## src/plra_pkg.sv

```systemverilog
// ----------------------------------------------------------------------------
// plra_pkg
// Shared types, constants and codes for the power-limit request arbiter.
// ----------------------------------------------------------------------------
package plra_pkg;

   localparam int POWER_BITS  = 20;
   localparam int NUM_TARGETS = 16;
   localparam int TGT_BITS    = $clog2(NUM_TARGETS);
   localparam int CNT_BITS    = TGT_BITS + 1;
   localparam int TYPE_BITS   = 3;
   localparam int CSR_BITS    = 2;

   // reset values of the control registers
   localparam logic                  RST_CONTROLS = 1'b1;
   localparam logic [POWER_BITS-1:0] RST_MAX_LIMIT = POWER_BITS'(45000);
   localparam logic [POWER_BITS-1:0] RST_MIN_LIMIT = POWER_BITS'(4000);
   localparam logic [POWER_BITS-1:0] RST_STEP_SIZE = POWER_BITS'(500);

   typedef enum logic [TYPE_BITS-1:0] {
      OP_LIMIT   = 3'd0,
      OP_UNLIMIT = 3'd1,
      OP_CLR_TGT = 3'd2,
      OP_CLR_ALL = 3'd3,
      OP_ADJUST  = 3'd4,
      OP_COMMIT  = 3'd5
   } req_op_type;

   typedef enum logic [CSR_BITS-1:0] {
      CSR_CONTROLS  = 2'd0,
      CSR_MAX_LIMIT = 2'd1,
      CSR_MIN_LIMIT = 2'd2,
      CSR_STEP_SIZE = 2'd3
   } csr_index_type;

   typedef enum logic [2:0] {
      ST_IDLE,
      ST_FETCH,
      ST_UPDATE,
      ST_SWEEP,
      ST_DRAIN,
      ST_FINISH
   } ctl_state_type;

   typedef struct packed {
      logic [TYPE_BITS-1:0]  req_type;
      logic [3:0]            target;
      logic [POWER_BITS-1:0] average_power;
      logic [POWER_BITS-1:0] programmed_limit;
   } req_word_type;

   typedef struct packed {
      logic [POWER_BITS-1:0] target_request;
      logic [POWER_BITS-1:0] lowest_request;
      logic                  write_limit;
      logic                  request_changed;
   } rsp_word_type;

   typedef struct packed {
      logic                load;
      logic                rd_fetch;
      logic                update;
      logic                rd_sweep;
      logic                fold;
      logic                out_load;
      logic [TGT_BITS-1:0] sweep_idx;
      logic [TGT_BITS-1:0] fold_idx;
   } ctl_cmd_type;

   typedef struct packed {
      logic out_free;
   } ctl_status_type;

endpackage

```

## src/plra_ram.sv

```systemverilog
// ----------------------------------------------------------------------------
// plra_ram
// Generic one-write, one-read RAM with registered read data.
// ----------------------------------------------------------------------------
module plra_ram #(
   parameter int WIDTH = 8,
   parameter int DEPTH = 16
) (
   input  logic                     clock,
   input  logic                     wr_en,
   input  logic [$clog2(DEPTH)-1:0] wr_addr,
   input  logic [WIDTH-1:0]         wr_data,
   input  logic                     rd_en,
   input  logic [$clog2(DEPTH)-1:0] rd_addr,
   output logic [WIDTH-1:0]         rd_data
);

   logic [WIDTH-1:0] mem_ff [DEPTH];
   logic [WIDTH-1:0] rd_data_ff;

   always_ff @(posedge clock) begin
      if (wr_en) begin
         mem_ff[wr_addr] <= wr_data;
      end
      if (rd_en) begin
         rd_data_ff <= mem_ff[rd_addr];
      end
   end

   assign rd_data = rd_data_ff;

endmodule

```

## src/plra_ctrl.sv

```systemverilog
// ----------------------------------------------------------------------------
// plra_ctrl
// Sequencer: fetch target entry, update it, sweep all entries, emit result.
// ----------------------------------------------------------------------------
module plra_ctrl (
   input  logic                     clock,
   input  logic                     reset,
   input  logic                     req_valid,
   output logic                     req_ready,
   input  plra_pkg::ctl_status_type status,
   output plra_pkg::ctl_cmd_type    cmd
);

   plra_pkg::ctl_state_type         state_ff, state_in;
   logic [plra_pkg::CNT_BITS-1:0]   cnt_ff, cnt_in;
   logic [plra_pkg::CNT_BITS-1:0]   cnt_dec;

   assign cnt_dec = cnt_ff - plra_pkg::CNT_BITS'(1);

   always_ff @(posedge clock) begin
      if (reset) begin
         state_ff <= plra_pkg::ST_IDLE;
         cnt_ff   <= '0;
      end else begin
         state_ff <= state_in;
         cnt_ff   <= cnt_in;
      end
   end

   always_comb begin
      state_in      = state_ff;
      cnt_in        = cnt_ff;
      req_ready     = 1'b0;
      cmd           = '0;
      cmd.sweep_idx = cnt_ff[plra_pkg::TGT_BITS-1:0];
      cmd.fold_idx  = cnt_dec[plra_pkg::TGT_BITS-1:0];
      case (state_ff)
         plra_pkg::ST_IDLE: begin
            req_ready = 1'b1;
            if (req_valid) begin
               cmd.load = 1'b1;
               state_in = plra_pkg::ST_FETCH;
            end
         end
         plra_pkg::ST_FETCH: begin
            cmd.rd_fetch = 1'b1;
            state_in     = plra_pkg::ST_UPDATE;
         end
         plra_pkg::ST_UPDATE: begin
            cmd.update = 1'b1;
            cnt_in     = '0;
            state_in   = plra_pkg::ST_SWEEP;
         end
         plra_pkg::ST_SWEEP: begin
            cmd.rd_sweep = 1'b1;
            cmd.fold     = (cnt_ff != '0);
            cnt_in       = cnt_ff + plra_pkg::CNT_BITS'(1);
            if (cnt_ff == plra_pkg::CNT_BITS'(plra_pkg::NUM_TARGETS - 1)) begin
               state_in = plra_pkg::ST_DRAIN;
            end
         end
         plra_pkg::ST_DRAIN: begin
            cmd.fold = 1'b1;
            state_in = plra_pkg::ST_FINISH;
         end
         plra_pkg::ST_FINISH: begin
            if (status.out_free) begin
               cmd.out_load = 1'b1;
               state_in     = plra_pkg::ST_IDLE;
            end
         end
         default: begin
            state_in = plra_pkg::ST_IDLE;
         end
      endcase
   end

endmodule

```

## src/plra_dpath.sv

```systemverilog
// ----------------------------------------------------------------------------
// plra_dpath
// Request store, step arithmetic, lowest-request fold and result register.
// ----------------------------------------------------------------------------
module plra_dpath (
   input  logic                              clock,
   input  logic                              reset,
   input  plra_pkg::ctl_cmd_type             cmd,
   output plra_pkg::ctl_status_type          status,
   input  plra_pkg::req_word_type            req_word,
   input  logic                              csr_write,
   input  logic [plra_pkg::CSR_BITS-1:0]     csr_index,
   input  logic [plra_pkg::POWER_BITS-1:0]   csr_data,
   output logic                              rsp_valid,
   input  logic                              rsp_ready,
   output plra_pkg::rsp_word_type            rsp_word
);

   localparam int P = plra_pkg::POWER_BITS;

   function automatic logic [P-1:0] snap(input logic [P-1:0] v,
                                         input logic [P-1:0] mx,
                                         input logic [P-1:0] mn);
      logic [P-1:0] r;
      r = (v > mx) ? mx : v;
      r = (r < mn) ? mn : r;
      return r;
   endfunction

   // control registers
   logic         ctl_ff;
   logic [P-1:0] max_ff, min_ff, step_ff;

   plra_pkg::req_word_type              word_ff;
   logic [plra_pkg::NUM_TARGETS-1:0]    present_ff;
   logic [P-1:0]                        lo_ff, tgt_val_ff;
   logic                                any_ff, changed_ff;
   logic                                rsp_valid_ff;
   plra_pkg::rsp_word_type              rsp_word_ff;

   logic [plra_pkg::TGT_BITS-1:0] tgt;
   logic [P-1:0]                  rd_data, cur, fv, low_final;
   logic                          is_adjust;

   // step arithmetic
   logic signed [P:0] a_s, b_s, ab_s, min_s;
   logic [P-1:0]      floor_a, floor_ab, down_max, down_val, up_val;
   logic [P:0]        up_sum;
   logic              lim_ok, unl_ok;

   // RAM ports
   logic                          wr_en, rd_en;
   logic [plra_pkg::TGT_BITS-1:0] wr_addr, rd_addr;
   logic [P-1:0]                  wr_data;

   assign tgt       = word_ff.target[plra_pkg::TGT_BITS-1:0];
   assign is_adjust = (word_ff.req_type == plra_pkg::OP_ADJUST);
   assign cur       = present_ff[tgt] ? rd_data : max_ff;

   assign min_s    = $signed({1'b0, min_ff});
   assign a_s      = $signed({1'b0, cur}) - $signed({1'b0, step_ff});
   assign b_s      = $signed({1'b0, word_ff.average_power}) - $signed({1'b0, step_ff});
   assign ab_s     = (a_s < b_s) ? a_s : b_s;
   assign floor_a  = (a_s < min_s) ? min_ff : a_s[P-1:0];
   assign floor_ab = (ab_s < min_s) ? min_ff : ab_s[P-1:0];
   assign down_max = (word_ff.average_power <= min_ff || step_ff > word_ff.average_power)
                     ? min_ff : floor_ab;
   assign down_val = (cur >= max_ff) ? down_max : floor_a;
   assign up_sum   = {1'b0, cur} + {1'b0, step_ff};
   assign up_val   = (up_sum > {1'b0, max_ff}) ? max_ff : up_sum[P-1:0];
   assign lim_ok   = ctl_ff && (cur > min_ff);
   assign unl_ok   = ctl_ff && (cur < max_ff);

   // swept entry, snapped when adjusting
   assign fv = is_adjust ? snap(rd_data, max_ff, min_ff) : rd_data;

   assign low_final = snap(any_ff ? lo_ff : max_ff, max_ff, min_ff);

   always_comb begin
      wr_en   = 1'b0;
      wr_addr = cmd.fold_idx;
      wr_data = fv;
      if (cmd.update) begin
         wr_addr = tgt;
         if (word_ff.req_type == plra_pkg::OP_LIMIT) begin
            wr_en   = lim_ok;
            wr_data = down_val;
         end else if (word_ff.req_type == plra_pkg::OP_UNLIMIT) begin
            wr_en   = unl_ok;
            wr_data = up_val;
         end
      end else if (cmd.fold) begin
         wr_en = is_adjust && present_ff[cmd.fold_idx];
      end
   end

   assign rd_en   = cmd.rd_fetch | cmd.rd_sweep;
   assign rd_addr = cmd.rd_fetch ? tgt : cmd.sweep_idx;

   plra_ram #(
      .WIDTH (P),
      .DEPTH (plra_pkg::NUM_TARGETS)
   ) u_store (
      .clock   (clock),
      .wr_en   (wr_en),
      .wr_addr (wr_addr),
      .wr_data (wr_data),
      .rd_en   (rd_en),
      .rd_addr (rd_addr),
      .rd_data (rd_data)
   );

   always_ff @(posedge clock) begin
      if (reset) begin
         ctl_ff <= plra_pkg::RST_CONTROLS;
         max_ff <= plra_pkg::RST_MAX_LIMIT;
         min_ff <= plra_pkg::RST_MIN_LIMIT;
         step_ff <= plra_pkg::RST_STEP_SIZE;
      end else if (csr_write) begin
         case (plra_pkg::csr_index_type'(csr_index))
            plra_pkg::CSR_CONTROLS:  ctl_ff  <= csr_data[0];
            plra_pkg::CSR_MAX_LIMIT: max_ff  <= csr_data;
            plra_pkg::CSR_MIN_LIMIT: min_ff  <= csr_data;
            plra_pkg::CSR_STEP_SIZE: step_ff <= csr_data;
            default: ;
         endcase
      end
   end

   always_ff @(posedge clock) begin
      if (reset) begin
         present_ff <= '0;
      end else if (cmd.update) begin
         case (word_ff.req_type)
            plra_pkg::OP_LIMIT:   if (lim_ok) present_ff[tgt] <= 1'b1;
            plra_pkg::OP_UNLIMIT: if (unl_ok) present_ff[tgt] <= 1'b1;
            plra_pkg::OP_CLR_TGT: present_ff[tgt] <= 1'b0;
            plra_pkg::OP_CLR_ALL: present_ff <= '0;
            default: ;
         endcase
      end
   end

   // payload and fold accumulator
   always_ff @(posedge clock) begin
      if (cmd.load) begin
         word_ff <= req_word;
      end
      if (cmd.update) begin
         lo_ff      <= max_ff;
         any_ff     <= 1'b0;
         changed_ff <= ((word_ff.req_type == plra_pkg::OP_LIMIT) && lim_ok) ||
                       ((word_ff.req_type == plra_pkg::OP_UNLIMIT) && unl_ok);
      end else if (cmd.fold && present_ff[cmd.fold_idx]) begin
         if (!any_ff || fv < lo_ff) begin
            lo_ff <= fv;
         end
         any_ff <= 1'b1;
         if (cmd.fold_idx == tgt) begin
            tgt_val_ff <= fv;
         end
      end
   end

   // result register, frees as soon as the word is taken
   always_ff @(posedge clock) begin
      if (reset) begin
         rsp_valid_ff <= 1'b0;
      end else if (cmd.out_load) begin
         rsp_valid_ff <= 1'b1;
      end else if (rsp_ready) begin
         rsp_valid_ff <= 1'b0;
      end
   end

   always_ff @(posedge clock) begin
      if (cmd.out_load) begin
         rsp_word_ff.target_request  <= present_ff[tgt] ? tgt_val_ff : max_ff;
         rsp_word_ff.lowest_request  <= low_final;
         rsp_word_ff.write_limit     <= (word_ff.req_type == plra_pkg::OP_COMMIT) &&
                                        ctl_ff && (low_final != word_ff.programmed_limit);
         rsp_word_ff.request_changed <= changed_ff;
      end
   end

   assign status.out_free = !rsp_valid_ff || rsp_ready;
   assign rsp_valid       = rsp_valid_ff;
   assign rsp_word        = rsp_word_ff;

endmodule

```

## src/power_limit_request_arbiter_core.sv

```systemverilog
// One request is in work at a time: a new word is taken only once the
// previous result has been loaded into the result register. The wait is
// set by the sweep over all 16 request entries through the single read
// port of the request RAM (one entry per cycle).
// Reset: synchronous, active high; clears all stored requests, restores the
// control registers to their defaults and empties the result register.
// ----------------------------------------------------------------------------
// power_limit_request_arbiter_core
// Keeps one power-limit request per target and arbitrates the lowest one.
// ----------------------------------------------------------------------------
module power_limit_request_arbiter_core (
   input  logic                             clock,
   input  logic                             reset,
   // request channel
   input  logic                             req_valid,
   output logic                             req_ready,
   input  plra_pkg::req_word_type           req_word,
   // result channel
   output logic                             rsp_valid,
   input  logic                             rsp_ready,
   output plra_pkg::rsp_word_type           rsp_word,
   // control register writes
   input  logic                             csr_valid,
   output logic                             csr_ready,
   input  logic [plra_pkg::CSR_BITS-1:0]    csr_index,
   input  logic [plra_pkg::POWER_BITS-1:0]  csr_data
);

   // Sequence per word:
   //   IDLE   - take the word
   //   FETCH  - read the target's entry
   //   UPDATE - limit/unlimit/clear applied, new value written back
   //   SWEEP  - read each entry; fold into the lowest request, and snap
   //            it back into bounds on an adjust
   //   DRAIN  - fold the last entry
   //   FINISH - load the result register once it is free
   // The result register lets the next word start while the current
   // result still waits on rsp_ready.

   plra_pkg::ctl_cmd_type    cmd;
   plra_pkg::ctl_status_type status;

   // Control writes always taken, unchecked; user must write only while idle.
   assign csr_ready = 1'b1;

   plra_ctrl u_ctrl (
      .clock     (clock),
      .reset     (reset),
      .req_valid (req_valid),
      .req_ready (req_ready),
      .status    (status),
      .cmd       (cmd)
   );

   plra_dpath u_dpath (
      .clock     (clock),
      .reset     (reset),
      .cmd       (cmd),
      .status    (status),
      .req_word  (req_word),
      .csr_write (csr_valid),
      .csr_index (csr_index),
      .csr_data  (csr_data),
      .rsp_valid (rsp_valid),
      .rsp_ready (rsp_ready),
      .rsp_word  (rsp_word)
   );

endmodule

```

## config.mk

```make
export PLATFORM = sky130hd
export DESIGN_NAME = power_limit_request_arbiter_core
export DESIGN_NICKNAME = d
export VERILOG_FILES = /design/src/plra_pkg.sv /design/src/plra_ram.sv /design/src/plra_ctrl.sv /design/src/plra_dpath.sv /design/src/power_limit_request_arbiter_core.sv
export SDC_FILE = /design/constraint.sdc
export NUM_CORES = 1
export LEC_CHECK = 0
export ABC_AREA = 1
export BUFFER_PORTS_ARGS = -buffer_cell sky130_fd_sc_hd__buf_2
export CORE_MARGIN = 8
export CORE_UTILIZATION = 40
export DETAILED_ROUTE_END_ITERATION = 8
export SYNTH_ARGS = -nofsm -noshare
export SYNTH_HDL_FRONTEND = slang
export SYNTH_SLANG_ARGS = --single-unit
```

## constraint.sdc

```tcl
create_clock -name clock -period 7 [get_ports clock]
set_clock_uncertainty 0.1 [all_clocks]
set_input_delay 1.4 -clock clock [delete_from_list [all_inputs] [get_ports clock]]
set_output_delay 1.4 -clock clock [all_outputs]
set_load 0.05 [all_outputs]
```

=== Word level (Yosys, flattened, before mapping) ===
Memory sizes are Yosys's and may differ from the RTL's. A register that Yosys moved wholly into a read port is not among the register bits.
Index checks and enable logic that the tools add are counted.

* $add $sub $neg: 5
* Order comparisons: 17
* Equal/unequal tests: 21
* Muxes and demuxes: 53
* Bitwise logic cells: 5
* Reduce and logical (&&, ||, !) cells: 32

{| class="wikitable"
|+ Operators by type and width
! operator !! number
|-
| $mux 20 || 19
|-
| $gt 20x20->1 || 4
|-
| $lt 20x20->1 || 4
|-
| $pmux 16 s4 || 1
|-
| $lt 21x21->1 || 3
|-
| $sub 20x20->21 || 2
|-
| $mux 16 || 2
|-
| $add 20x20->21 || 1
|-
| $gt 21x20->1 || 1
|-
| $mux 21 || 1
|-
| $ge 20x20->1 || 1
|-
| $le 20x20->1 || 1
|-
| $ne 20x20->1 || 1
|-
| $mux 1 || 19
|-
| $pmux 3 s6 || 1
|-
| $and 16x16->16 || 1
|-
| $not 16->16 || 1
|-
| $or 16x16->16 || 1
|-
| $eq 3x2->1 const B || 4
|-
| $eq 3x3->1 const B || 4
|-
| $lt 4x5->1 const B || 2
|-
| $pmux 5 s2 || 1
|-
| $reduce_and 2->1 || 5
|-
| $logic_and 1x1->1 || 9
|-
| 26 further kinds || 44
|}

* Register bits after elaboration: 217
* RAM bits: 320
* Input bits: 74
* Output and inout bits: 45
* Logic and storage cells: 154
* Memories kept: 1

{| class="wikitable"
|+ Memories
! memory !! words !! width !! rd ports !! clocked after memory_dff !! wr ports !! line !! text
|-
| u_dpath.u_store.mem_ff || 16 || 20 || 1 || 1 || 1 || plra_ram.sv:18 || <nowiki>logic [WIDTH-1:0] mem_ff [DEPTH];</nowiki>
|}

=== Logic depth before layout (Yosys ltp) ===
Gate-level depths: netlist of run 1.

* Word-level depth: 12
* Depth in mapped cells: 52
* Depth with buffers taken out: 49

=== Modules after synthesis ===
From an unflattened synthesis of run 1, not the netlist that was laid out.

* Cell total of the unflattened synthesis: 4211
* Area total of the unflattened synthesis: 34764.6 µm²

{| class="wikitable"
|+ Modules (own cells, without submodules)
! module !! instances !! cells an instance !! area each (µm²) !! seq. area each (µm²)
|-
| plra_dpath || 1 || 2792 || 19811.5 || 5485.3
|-
| plra_ram || 1 || 1336 || 14392.6 || 10209.8
|-
| plra_ctrl || 1 || 81 || 549.3 || 160.2
|-
| power_limit_request_arbiter_core || 1 || 2 || 11.3 || 0.0
|}

=== Least setup slack after synthesis of run 1 ===
OpenSTA, ideal clock, no wires.

* Path kind: register to register
* Start point: register u_dpath.word_ff, in the netlist u_dpath.tgt[0]
* End point: memory u_dpath.u_store.mem_ff[0][6] (netlist name), data pin
* Setup time: 0.320 ns
* Data arrival time: 6.304 ns
* Data required time: 6.580 ns
* Path slack: 0.276 ns
* Cell stages (with the launch flop): 51
* Cells stage by stage: edfxtp_1 nand2_1 inv_1 a22oi_1 nand2_1 nand2_1 nand4_1 clkbuf_1 nor2_1 nor2_1 ha_1 clkbuf_1 nand2_1 nor2_1 nand2_1 o211ai_1 a31oi_1 o21ai_0 (+15 left out) buf_2 inv_2 o21ai_0 inv_1 ha_1 nand2_1 nor2_1 a211oi_1 o211ai_1 nor2_1 nand2_2 nand2_2 buf_6 nand2_1 nand3_1 nand2_1 nand2_1 nand2_1

* Longest elaborated chain between the ends: 12

{| class="wikitable"
|+ Ends and longest elaborated chain
! element !! line !! text
|-
| start: declaration || plra_dpath.sv:34 || <nowiki>plra_pkg::req_word_type word_ff;</nowiki>
|-
| start signal: assignment || plra_dpath.sv:147 || <nowiki>word_ff <= req_word;</nowiki>
|-
| $bmux 1 s4 * || plra_dpath.sv:58 || <nowiki>assign cur = present_ff[tgt] ? rd_data : max_ff;</nowiki>
|-
| $mux 1 (not written as such) * || plra_dpath.sv:58 ||
|-
| $mux 20 * || plra_dpath.sv:58 ||
|-
| $sub 20x20->21 || plra_dpath.sv:61 || <nowiki>assign a_s = $signed({1'b0, cur}) - $signed({1'b0, step_ff});</nowiki>
|-
| $lt 21x21->1 || plra_dpath.sv:63 || <nowiki>assign ab_s = (a_s < b_s) ? a_s : b_s;</nowiki>
|-
| $mux 21 || plra_dpath.sv:63 ||
|-
| $lt 21x21->1 || plra_dpath.sv:65 || <nowiki>assign floor_ab = (ab_s < min_s) ? min_ff : ab_s[P-1:0];</nowiki>
|-
| $mux 20 || plra_dpath.sv:65 ||
|-
| $mux 20 || plra_dpath.sv:67 || <nowiki>? min_ff : floor_ab;</nowiki>
|-
| $mux 20 || plra_dpath.sv:68 || <nowiki>assign down_val = (cur >= max_ff) ? down_max : floor_a;</nowiki>
|-
| $mux 20 * || plra_dpath.sv:85 || <nowiki>if (word_ff.req_type == plra_pkg::OP_LIMIT) begin</nowiki>
|-
| $mux 20 * || plra_dpath.sv:83 || <nowiki>if (cmd.update) begin</nowiki>
|-
| via u_dpath.u_store.wr_data[6] || plra_ram.sv:12 || <nowiki>input logic [WIDTH-1:0] wr_data,</nowiki>
|-
| end: declaration || plra_ram.sv:18 ||
|}

Mark *: on every way through the listed nets, which the timed path passes. The rest lies on a longest branch. The select of a mux whose other input is x is not followed.

=== Worst setup path in the final report of run 1 ===
* Start point: register u_dpath.word_ff, in the netlist u_dpath.tgt[1]
* End point: memory u_dpath.u_store.mem_ff[9][12] (netlist name), data pin

The elaborated chain is that of the path after synthesis.

==> run_summary.xml, run 1 <==
<?xml version="1.0" encoding="UTF-8"?>
<metrics>
  <group name="timing">
    <metric name="rsz_0062_raised_after_global_routing" unit="">yes</metric>
    <metric name="maxSlewHeadroom" unit="%">29.72</metric>
    <metric name="setup_viol_count_final" unit="">0</metric>
    <metric name="count_of_pins_over_their_slew_limit" unit="">0</metric>
    <metric name="tightestPinTransition" unit="ns">1.050</metric>
    <metric name="fmaxAchievable" unit="GHz">0.1433</metric>
    <metric name="layout_min_cycle_time" unit="ns">6.979</metric>
    <metric name="finalCritPeriodShare" unit="%">99.69</metric>
    <metric name="hold_slack" unit="ns">0.3673</metric>
    <metric name="final_hold_fails" unit="">0</metric>
  </group>
  <group name="global_route">
    <metric name="grt_pass1_vias" unit="">27830</metric>
    <metric name="track_usage" unit="%">27.07</metric>
    <metric name="grt_start_max_net_pins" unit="">81</metric>
    <metric name="antenna_found_initial" unit="">3</metric>
    <metric name="grt_overflow_total" unit="">0</metric>
    <metric name="grt_pass1_wl" unit="mm">183.5</metric>
  </group>
  <group name="pwr">
    <metric name="total_power" unit="mW">12.94</metric>
    <metric name="power.leakage" unit="nW">16.69</metric>
    <metric name="peakVddDrop" unit="uV">232.1</metric>
    <metric name="power_density" unit="nW/um2">319.4</metric>
  </group>
  <group name="layout">
    <metric name="finish.net_count" unit="">4447</metric>
    <metric name="synthToLayoutAreaGrowth" unit="%">22.92</metric>
    <metric name="layout-drive-gt1-share" unit="%">18.88</metric>
    <metric name="top_library_cells_by_usage_in_the_layout_fill_and_taps_aside" unit="">sky130_fd_sc_hd__nand2_1, sky130_fd_sc_hd__edfxtp_1, sky130_fd_sc_hd__nor2_1, sky130_fd_sc_hd__o21ai_0, sky130_fd_sc_hd__inv_1</metric>
    <metric name="leading_cell_type_in_the_layout_fill_and_taps_excluded" unit="">sky130_fd_sc_hd__nand2_1</metric>
  </group>
  <group name="clock_tree">
    <metric name="cts_max_path_buffers" unit="">3</metric>
    <metric name="clock-sinks" unit="">557</metric>
    <metric name="tritoncts.num_buffers" unit="">61</metric>
    <metric name="cts.root.buffer_cell" unit="">sky130_fd_sc_hd__clkbuf_16</metric>
    <metric name="cts_tree" unit="">done</metric>
    <metric name="htreeDepth" unit="">2</metric>
    <metric name="insertion_delay" unit="ns">0.68</metric>
    <metric name="clk_pin_slew_worst_paths" unit="ns">0.06</metric>
  </group>
  <group name="setup_path">
    <metric name="timing.critical_path.fanout_max" unit="">16</metric>
    <metric name="cp_slowest_cell" unit="">sky130_fd_sc_hd__edfxtp_1</metric>
    <metric name="crit_path_start_kind" unit="">register</metric>
    <metric name="critical-path-max-stage-delay" unit="ns">0.54</metric>
    <metric name="worst_ep_required_time" unit="ns">7.33</metric>
    <metric name="critPathKind" unit="">reg2reg</metric>
    <metric name="critical_path.endpoint_type" unit="">register</metric>
    <metric name="cpMostUsedCell" unit="">sky130_fd_sc_hd__nand2_1</metric>
    <metric name="worst_ep_arrival_time" unit="ns">7.31</metric>
  </group>
  <group name="floorplan">
    <metric name="design.die.area" unit="um2">91850</metric>
    <metric name="core" unit="um2">81850</metric>
    <metric name="die_height" unit="um">303.1</metric>
    <metric name="chipWidth" unit="um">303.1</metric>
    <metric name="initial_core_utilization" unit="%">40.28</metric>
    <metric name="design.portCount" unit="">119</metric>
    <metric name="core.rowCount" unit="">105</metric>
  </group>
  <group name="yosys">
    <metric name="postSynthCellCount" unit="">3711</metric>
    <metric name="synth.avg_cell_area" unit="um2">8.883</metric>
    <metric name="seq_total_area_yosys" unit="%">48.10</metric>
    <metric name="synth_fp_nets" unit="">4087</metric>
    <metric name="synth-async-reset-ratio" unit="%">0</metric>
    <metric name="synth.ff_latch_count" unit="">557</metric>
    <metric name="netlist_area" unit="um2">32970</metric>
    <metric name="yosysUniqueCellTypes" unit="">55</metric>
    <metric name="synth_flop_cell" unit="">sky130_fd_sc_hd__edfxtp_1</metric>
    <metric name="synth_enable_flop_cells" unit="">470</metric>
    <metric name="synth.yosys.warnings" unit="">0</metric>
  </group>
  <group name="drt">
    <metric name="drt.antenna.violating_nets" unit="">0</metric>
    <metric name="drt-vias-per-instance" unit="">5.770</metric>
    <metric name="drt_pass1_iterations" unit="">6</metric>
    <metric name="post_drt_wl_per_cell" unit="um">24.92</metric>
    <metric name="detail_route.iter0.violations" unit="">3291</metric>
    <metric name="via_count" unit="">29950</metric>
    <metric name="number_of_drc_violations_after_detailed_routing" unit="">0</metric>
    <metric name="postRouteWirelength" unit="mm">129.4</metric>
  </group>
  <group name="place">
    <metric name="post-dp-hpwl" unit="mm">91.66</metric>
    <metric name="place.gp.congestion" unit="">1.038</metric>
    <metric name="port-buffer-count" unit="">117</metric>
  </group>
  <group name="worst_hold_path">
    <metric name="hp-class" unit="">reg2reg</metric>
  </group>
  <group name="run">
    <metric name="max-cap-violations" unit="">0</metric>
  </group>
  <group name="outcome">
    <metric name="run_status" unit="">completed</metric>
  </group>
</metrics>
==> cell families (layout without fill, tap and decap cells) <==
| group | after synthesis | in the layout | synth area share [%] |
|---|---|---|---|
| adder cells (fa/ha/maj) | 302 | 302 | 11.53 |
| XOR/XNOR | 50 | 50 | 1.328 |
| AND/OR/NAND/NOR | 1387 | 1387 | 17.39 |
| AO/OA/AOI/OAI | 921 | 921 | 15.80 |
| flip-flops | 557 | 557 | 48.10 |
| other | 1 | 2 | 0.01138 |
| buffers and inverters | 493 | 902 | 5.837 |
==> area by class of cell <==
cell class	instances	area (um2)
Tap cell	1070	1339
Timing Repair Buffer	461	3847
Antenna cell	1	2.502
Fill cell	7624	41320
Clock buffer	87	1738
Inverter	329	1250
Sequential cell	557	15860
Multi-Input combinational cell	2661	16250
Clock inverter	25	244.0
==> routing by layer <==
| metal | up-vias | GRT usage [%] | share of wire [%] |
|---|---|---|---|
| met3 | 365 | 4.208 | 9.5 |
| met5 | - | 0 | 0.011 |
| li1 | 13770 | - | - |
| met1 | 14260 | 35.13 | 40 |
| met2 | 1559 | 42.13 | 44 |
| met4 | 2 | 17.10 | 7.3 |
==> state kept, by name, summed over array words and instances (netlist names), 20 cells and up <==
| name | flops |
|---|---|
| u_dpath.u_store.mem_ff | 320 |
| u_dpath.word_ff | 43 |
| u_dpath.rsp_word | 42 |
| u_dpath.lo_ff | 20 |
| u_dpath.max_ff | 20 |
| u_dpath.min_ff | 20 |
| u_dpath.step_ff | 20 |
| u_dpath.tgt_val_ff | 20 |
| u_dpath.u_store.rd_data | 20 |
==> path summary, 6_finish.rpt <==
check	startpoint	endpoint	slack, ns	cells past startpoint
hold reg to reg	u_ctrl.cnt_ff[4]$_SDFFE_PP0P_	u_ctrl.cnt_ff[4]$_SDFFE_PP0P_	0.37	2
setup reg to reg	u_dpath.tgt[1]$_DFFE_PP_	u_dpath.u_store.mem_ff[9][12]$_DFFE_PP_	0.02	47
hold / removal	u_ctrl.cnt_ff[4]$_SDFFE_PP0P_	u_ctrl.cnt_ff[4]$_SDFFE_PP0P_	0.37	2
setup / recovery	u_dpath.tgt[1]$_DFFE_PP_	u_dpath.u_store.mem_ff[9][12]$_DFFE_PP_	0.02	47
==> through the flow <==
step           util (%)  instances  cell area [um2]  setup WS [ns]  TNS (ns)
2_1_floorplan         -       3711            32970         0.2756         0
3_3_place_gp      45.12       5037            36930        -0.2784    -80.75
3_5_place_dp      45.12       5037            36930        -0.3871   -111.71
4_1_cts           47.72       5156            39060       0.002141         0
5_1_grt           49.51       5190            40520        -0.3520    -93.68
6_report          49.51       5191            40520        0.02140         0
==> report_power, final <==
group	switching, mW	total (mW)	leakage, nW	internal (mW)
logic	3.53	5.64	10.8	2.11
clock network	1.39	3.19	0.958	1.80
registers	0.126	4.11	4.97	3.99
==> cells in the mapped netlist, types with 19 or more instances <==
| master | instances | area share (%) |
|---|---|---|
| sky130_fd_sc_hd__o22ai_1 | 19 | 0.36 |
| sky130_fd_sc_hd__edfxtp_1 | 470 | 43 |
| sky130_fd_sc_hd__inv_1 | 309 | 3.5 |
| sky130_fd_sc_hd__o221ai_1 | 68 | 1.8 |
| sky130_fd_sc_hd__ha_1 | 299 | 11 |
| sky130_fd_sc_hd__nand3_1 | 184 | 2.8 |
| sky130_fd_sc_hd__nand2_1 | 669 | 7.6 |
| sky130_fd_sc_hd__o21ai_1 | 29 | 0.44 |
| sky130_fd_sc_hd__a21oi_1 | 309 | 4.7 |
| sky130_fd_sc_hd__o211ai_1 | 44 | 1.0 |
| sky130_fd_sc_hd__clkbuf_1 | 123 | 1.4 |
| sky130_fd_sc_hd__o21ai_0 | 372 | 5.6 |
| sky130_fd_sc_hd__dfxtp_1 | 87 | 5.3 |
| sky130_fd_sc_hd__xor2_1 | 37 | 0.98 |
| sky130_fd_sc_hd__nand4_1 | 28 | 0.53 |
| sky130_fd_sc_hd__a22oi_1 | 22 | 0.50 |
| sky130_fd_sc_hd__nor3_1 | 43 | 0.65 |
| sky130_fd_sc_hd__nor2_1 | 410 | 4.7 |
| sky130_fd_sc_hd__buf_2 | 29 | 0.44 |
==> critical path, delay by kind of cell, from the launching register on <==
kind | cells | cell delay (ns)
AOI/OAI and AO/OA | 12 | 1.68
xor gates and xnor gates | 1 | 0.24
adders and majority gates | 3 | 0.85
buffers and inverters | 8 | 1.17
DFF | 1 | 0.54
and+or+nand+nor | 23 | 2.10
==> repair_timing <==
item	in CTS	in global routing
gates resized for setup	30	237
buffers inserted	7	26
hold buffers	0	0
cloned	0	11
endpoints found under the setup margin	320	340
pin swaps	9	58
hold endpoints to repair	0	0
Power figures use the tool's default switching activity.
==> inputs of run 2 (changes only) <==
--- a/config.mk
+++ b/config.mk
@@ -7,9 +7,12 @@
 export LEC_CHECK = 0
 export ABC_AREA = 1
 export BUFFER_PORTS_ARGS = -buffer_cell sky130_fd_sc_hd__buf_2
+export CELL_PAD_IN_SITES_DETAIL_PLACEMENT = 0
+export CELL_PAD_IN_SITES_GLOBAL_PLACEMENT = 1
 export CORE_MARGIN = 8
 export CORE_UTILIZATION = 40
 export DETAILED_ROUTE_END_ITERATION = 8
+export PLACE_DENSITY_LB_ADDON = 0.1
 export SYNTH_ARGS = -nofsm -noshare
 export SYNTH_HDL_FRONTEND = slang
 export SYNTH_SLANG_ARGS = --single-unit
==> constraint.sdc (replaced) <==
create_clock -name clock -period 9 [get_ports clock]
set_clock_uncertainty 0.1 [all_clocks]
set_input_delay 1.8 -clock clock [delete_from_list [all_inputs] [get_ports clock]]
set_output_delay 1.8 -clock clock [all_outputs]
set_load 0.05 [all_outputs]
==> run 2 against run 1 <==
  * Largest cell class is now flip-flops and latches
  * Count of clock-buffer cells in the layout shrank 4
  * Register-to-register slack gained 0.66 ns
  * Sequential power shrank 22%
  * Sequential share of layout area grew 3.2 points
  * Hold slack gained 0.0086 ns
  * Critical path type unchanged
  * First-iteration DRC count shrank 16%
  * Flip-flop and latch count is the same
  * Core utilization shrank 3.7 points
  * Combinational power shrank 38%
  * Die area is the same
  * Critical path depth shrank 3
  * Critical endpoint is now u_dpath.u_store.mem_ff[14][15]$_DFFE_PP_
  * Fmax shrank 16%
==> run_summary.xml, run 2 (synthesized netlist as in run 1, its figures left out) <==
<?xml version="1.0" encoding="UTF-8"?>
<metrics>
  <group name="drt">
    <metric name="detail_route.iter0.violations" unit="">2762</metric>
    <metric name="number_of_drc_violations_after_detailed_routing" unit="">0</metric>
    <metric name="postRouteWirelength" unit="mm">132.7</metric>
    <metric name="via_count" unit="">28770</metric>
    <metric name="drt-vias-per-instance" unit="">5.770</metric>
    <metric name="post_drt_wl_per_cell" unit="um">26.60</metric>
    <metric name="drt_pass1_iterations" unit="">5</metric>
    <metric name="drt.antenna.violating_nets" unit="">0</metric>
  </group>
  <group name="setup_path">
    <metric name="cp_slowest_cell" unit="">sky130_fd_sc_hd__edfxtp_1</metric>
    <metric name="crit_path_start_kind" unit="">register</metric>
    <metric name="critical_path.endpoint_type" unit="">register</metric>
    <metric name="cpMostUsedCell" unit="">sky130_fd_sc_hd__nand2_1</metric>
    <metric name="worst_ep_required_time" unit="ns">9.25</metric>
    <metric name="critical-path-max-stage-delay" unit="ns">0.48</metric>
    <metric name="critPathKind" unit="">reg2reg</metric>
    <metric name="timing.critical_path.fanout_max" unit="">37</metric>
    <metric name="worst-path-buf-inv" unit="">8</metric>
    <metric name="path_delay_family" unit="">simple AND/OR/NAND/NOR gates</metric>
    <metric name="worst_ep_arrival_time" unit="ns">8.57</metric>
  </group>
  <group name="worst_hold_path">
    <metric name="hp-class" unit="">reg2reg</metric>
  </group>
  <group name="floorplan">
    <metric name="design.portCount" unit="">119</metric>
    <metric name="core.rowCount" unit="">105</metric>
    <metric name="chipWidth" unit="um">303.1</metric>
    <metric name="design.die.area" unit="um2">91850</metric>
    <metric name="die_height" unit="um">303.1</metric>
    <metric name="initial_core_utilization" unit="%">40.28</metric>
    <metric name="core" unit="um2">81850</metric>
  </group>
  <group name="layout">
    <metric name="top_library_cells_by_usage_in_the_layout_fill_and_taps_aside" unit="">sky130_fd_sc_hd__nand2_1, sky130_fd_sc_hd__edfxtp_1, sky130_fd_sc_hd__nor2_1, sky130_fd_sc_hd__o21ai_0, sky130_fd_sc_hd__a21oi_1</metric>
    <metric name="finish.net_count" unit="">4239</metric>
    <metric name="leading_cell_type_in_the_layout_fill_and_taps_excluded" unit="">sky130_fd_sc_hd__nand2_1</metric>
    <metric name="fin_area" unit="um2">37460</metric>
    <metric name="layout-drive-gt1-share" unit="%">10.57</metric>
    <metric name="number_of_flip_flops_under_the_largest_register_name" unit="">320</metric>
    <metric name="largest_register" unit="">u_dpath.u_store.mem_ff</metric>
    <metric name="synthToLayoutAreaGrowth" unit="%">13.64</metric>
    <metric name="post_layout_cell_count" unit="">4986</metric>
  </group>
  <group name="global_route">
    <metric name="grt_overflow_total" unit="">0</metric>
    <metric name="grt_start_max_net_pins" unit="">87</metric>
    <metric name="track_usage" unit="%">28.40</metric>
    <metric name="grt_pass1_vias" unit="">27950</metric>
    <metric name="grt_pass1_wl" unit="mm">191.3</metric>
    <metric name="antenna_found_initial" unit="">5</metric>
  </group>
  <group name="timing">
    <metric name="tightestPinTransition" unit="ns">1.109</metric>
    <metric name="final_hold_fails" unit="">0</metric>
    <metric name="setup_total_negative_slack" unit="ns">0</metric>
    <metric name="setup_viol_count_final" unit="">0</metric>
    <metric name="finalCritPeriodShare" unit="%">92.38</metric>
    <metric name="fmaxAchievable" unit="GHz">0.1203</metric>
    <metric name="maxSlewHeadroom" unit="%">25.59</metric>
    <metric name="layout_min_cycle_time" unit="ns">8.314</metric>
    <metric name="rsz_0062_raised_after_global_routing" unit="">no</metric>
    <metric name="count_of_pins_over_their_slew_limit" unit="">0</metric>
  </group>
  <group name="pwr">
    <metric name="peakVddDrop" unit="uV">146.0</metric>
    <metric name="power_density" unit="nW/um2">250.8</metric>
    <metric name="power_frac_seq" unit="%">34.3</metric>
    <metric name="p_sw" unit="mW">3.835</metric>
    <metric name="power.clock.fraction" unit="%">28.3</metric>
    <metric name="combPwrFrac" unit="%">37.4</metric>
    <metric name="p_int" unit="mW">5.559</metric>
    <metric name="switching_share" unit="%">40.82</metric>
    <metric name="power.leakage" unit="nW">15.34</metric>
  </group>
  <group name="outcome">
    <metric name="run_status" unit="">completed</metric>
  </group>
  <group name="place">
    <metric name="dp.cells" unit="">4864</metric>
    <metric name="port-buffer-count" unit="">117</metric>
    <metric name="place.gp.congestion" unit="">0.9956</metric>
    <metric name="place_area" unit="um2">35300</metric>
    <metric name="post-dp-hpwl" unit="mm">95.33</metric>
  </group>
  <group name="clock_tree">
    <metric name="cts_max_path_buffers" unit="">3</metric>
    <metric name="cts.root.buffer_cell" unit="">sky130_fd_sc_hd__clkbuf_16</metric>
    <metric name="clk_pin_slew_worst_paths" unit="ns">0.06</metric>
    <metric name="clock-sinks" unit="">557</metric>
    <metric name="cts_hold_buffers" unit="">0</metric>
    <metric name="htreeDepth" unit="">3</metric>
    <metric name="cts_tree" unit="">done</metric>
    <metric name="insertion_delay" unit="ns">0.65</metric>
    <metric name="tritoncts.num_buffers" unit="">67</metric>
  </group>
  <group name="run">
    <metric name="max-cap-violations" unit="">0</metric>
  </group>
</metrics>
-- run 2: routing by layer --
metal	global-route usage, %	vias up	wire, um
met5	0	-	0
met3	4.279	305	8998
met4	13.71	0	7426
li1	-	13350	-
met2	45.99	1195	60150
met1	37.09	13920	56080
-- run 2: metrics by stage --
stage	hold slack, ns	setup WS (ns)	total power, mW	utilization, %
3_5_place_dp	0.3273	0.6518	6.689	43.12
4_1_cts	0.3784	0.6291	9.364	45.74
6_report	0.3759	0.6856	9.394	45.77
3_3_place_gp	0.3173	0.8174	6.631	43.12
5_1_grt	0.3987	0.008608	9.896	45.77
2_1_floorplan	0.3003	2.276	5.431	-
-- run 2: final timing paths --
| path | from | slack, ns | endpoint | cells past startpoint |
|---|---|---|---|---|
| max | u_dpath.tgt[0]$_DFFE_PP_ | 0.69 | u_dpath.u_store.mem_ff[14][15]$_DFFE_PP_ | 44 |
| min | u_ctrl.cnt_ff[4]$_SDFFE_PP0P_ | 0.38 | u_ctrl.cnt_ff[4]$_SDFFE_PP0P_ | 2 |
| max reg2reg | u_dpath.tgt[0]$_DFFE_PP_ | 0.69 | u_dpath.u_store.mem_ff[14][15]$_DFFE_PP_ | 44 |
| min reg2reg | u_ctrl.cnt_ff[4]$_SDFFE_PP0P_ | 0.38 | u_ctrl.cnt_ff[4]$_SDFFE_PP0P_ | 2 |
-- run 2: final cells by class --
| type | instances | area [um2] |
|---|---|---|
| Fill cell | 7887 | 44390 |
| Sequential cell | 557 | 15860 |
| Multi-Input combinational cell | 2661 | 15310 |
| Clock buffer | 83 | 1747 |
| Timing Repair Buffer | 247 | 1578 |
| Tap cell | 1070 | 1339 |
| Inverter | 329 | 1237 |
| Clock inverter | 38 | 396.6 |
| Antenna cell | 1 | 2.502 |
-- run 2: power by group through the flow --
stage          registers (mW)  clock network [mW]  logic [mW]
4_1_cts                  3.22                2.71        3.44
3_5_place_dp             3.27                   0        3.42
3_3_place_gp             3.27                   0        3.36
2_1_floorplan            3.21                   0        2.23
5_1_grt                  3.22                2.81        3.86
6_report                 3.22                2.66        3.51
-- run 2: timing repair --
item	4_1_cts	5_1_grt
buffers inserted	0	0
setup endpoints to repair	0	320
gates resized for setup	0	5
-- run 2: worst register-to-register path, delay by kind of cell (launching register included) --
family / cells / cell delay, ns
AOI/OAI and AO/OA: 8 / 1.75
DFF: 1 / 0.48
buffers and inverters: 8 / 1.60
xor gates and xnor gates: 1 / 0.12
and+or+nand+nor: 24 / 2.97
adders and majority gates: 3 / 1.01
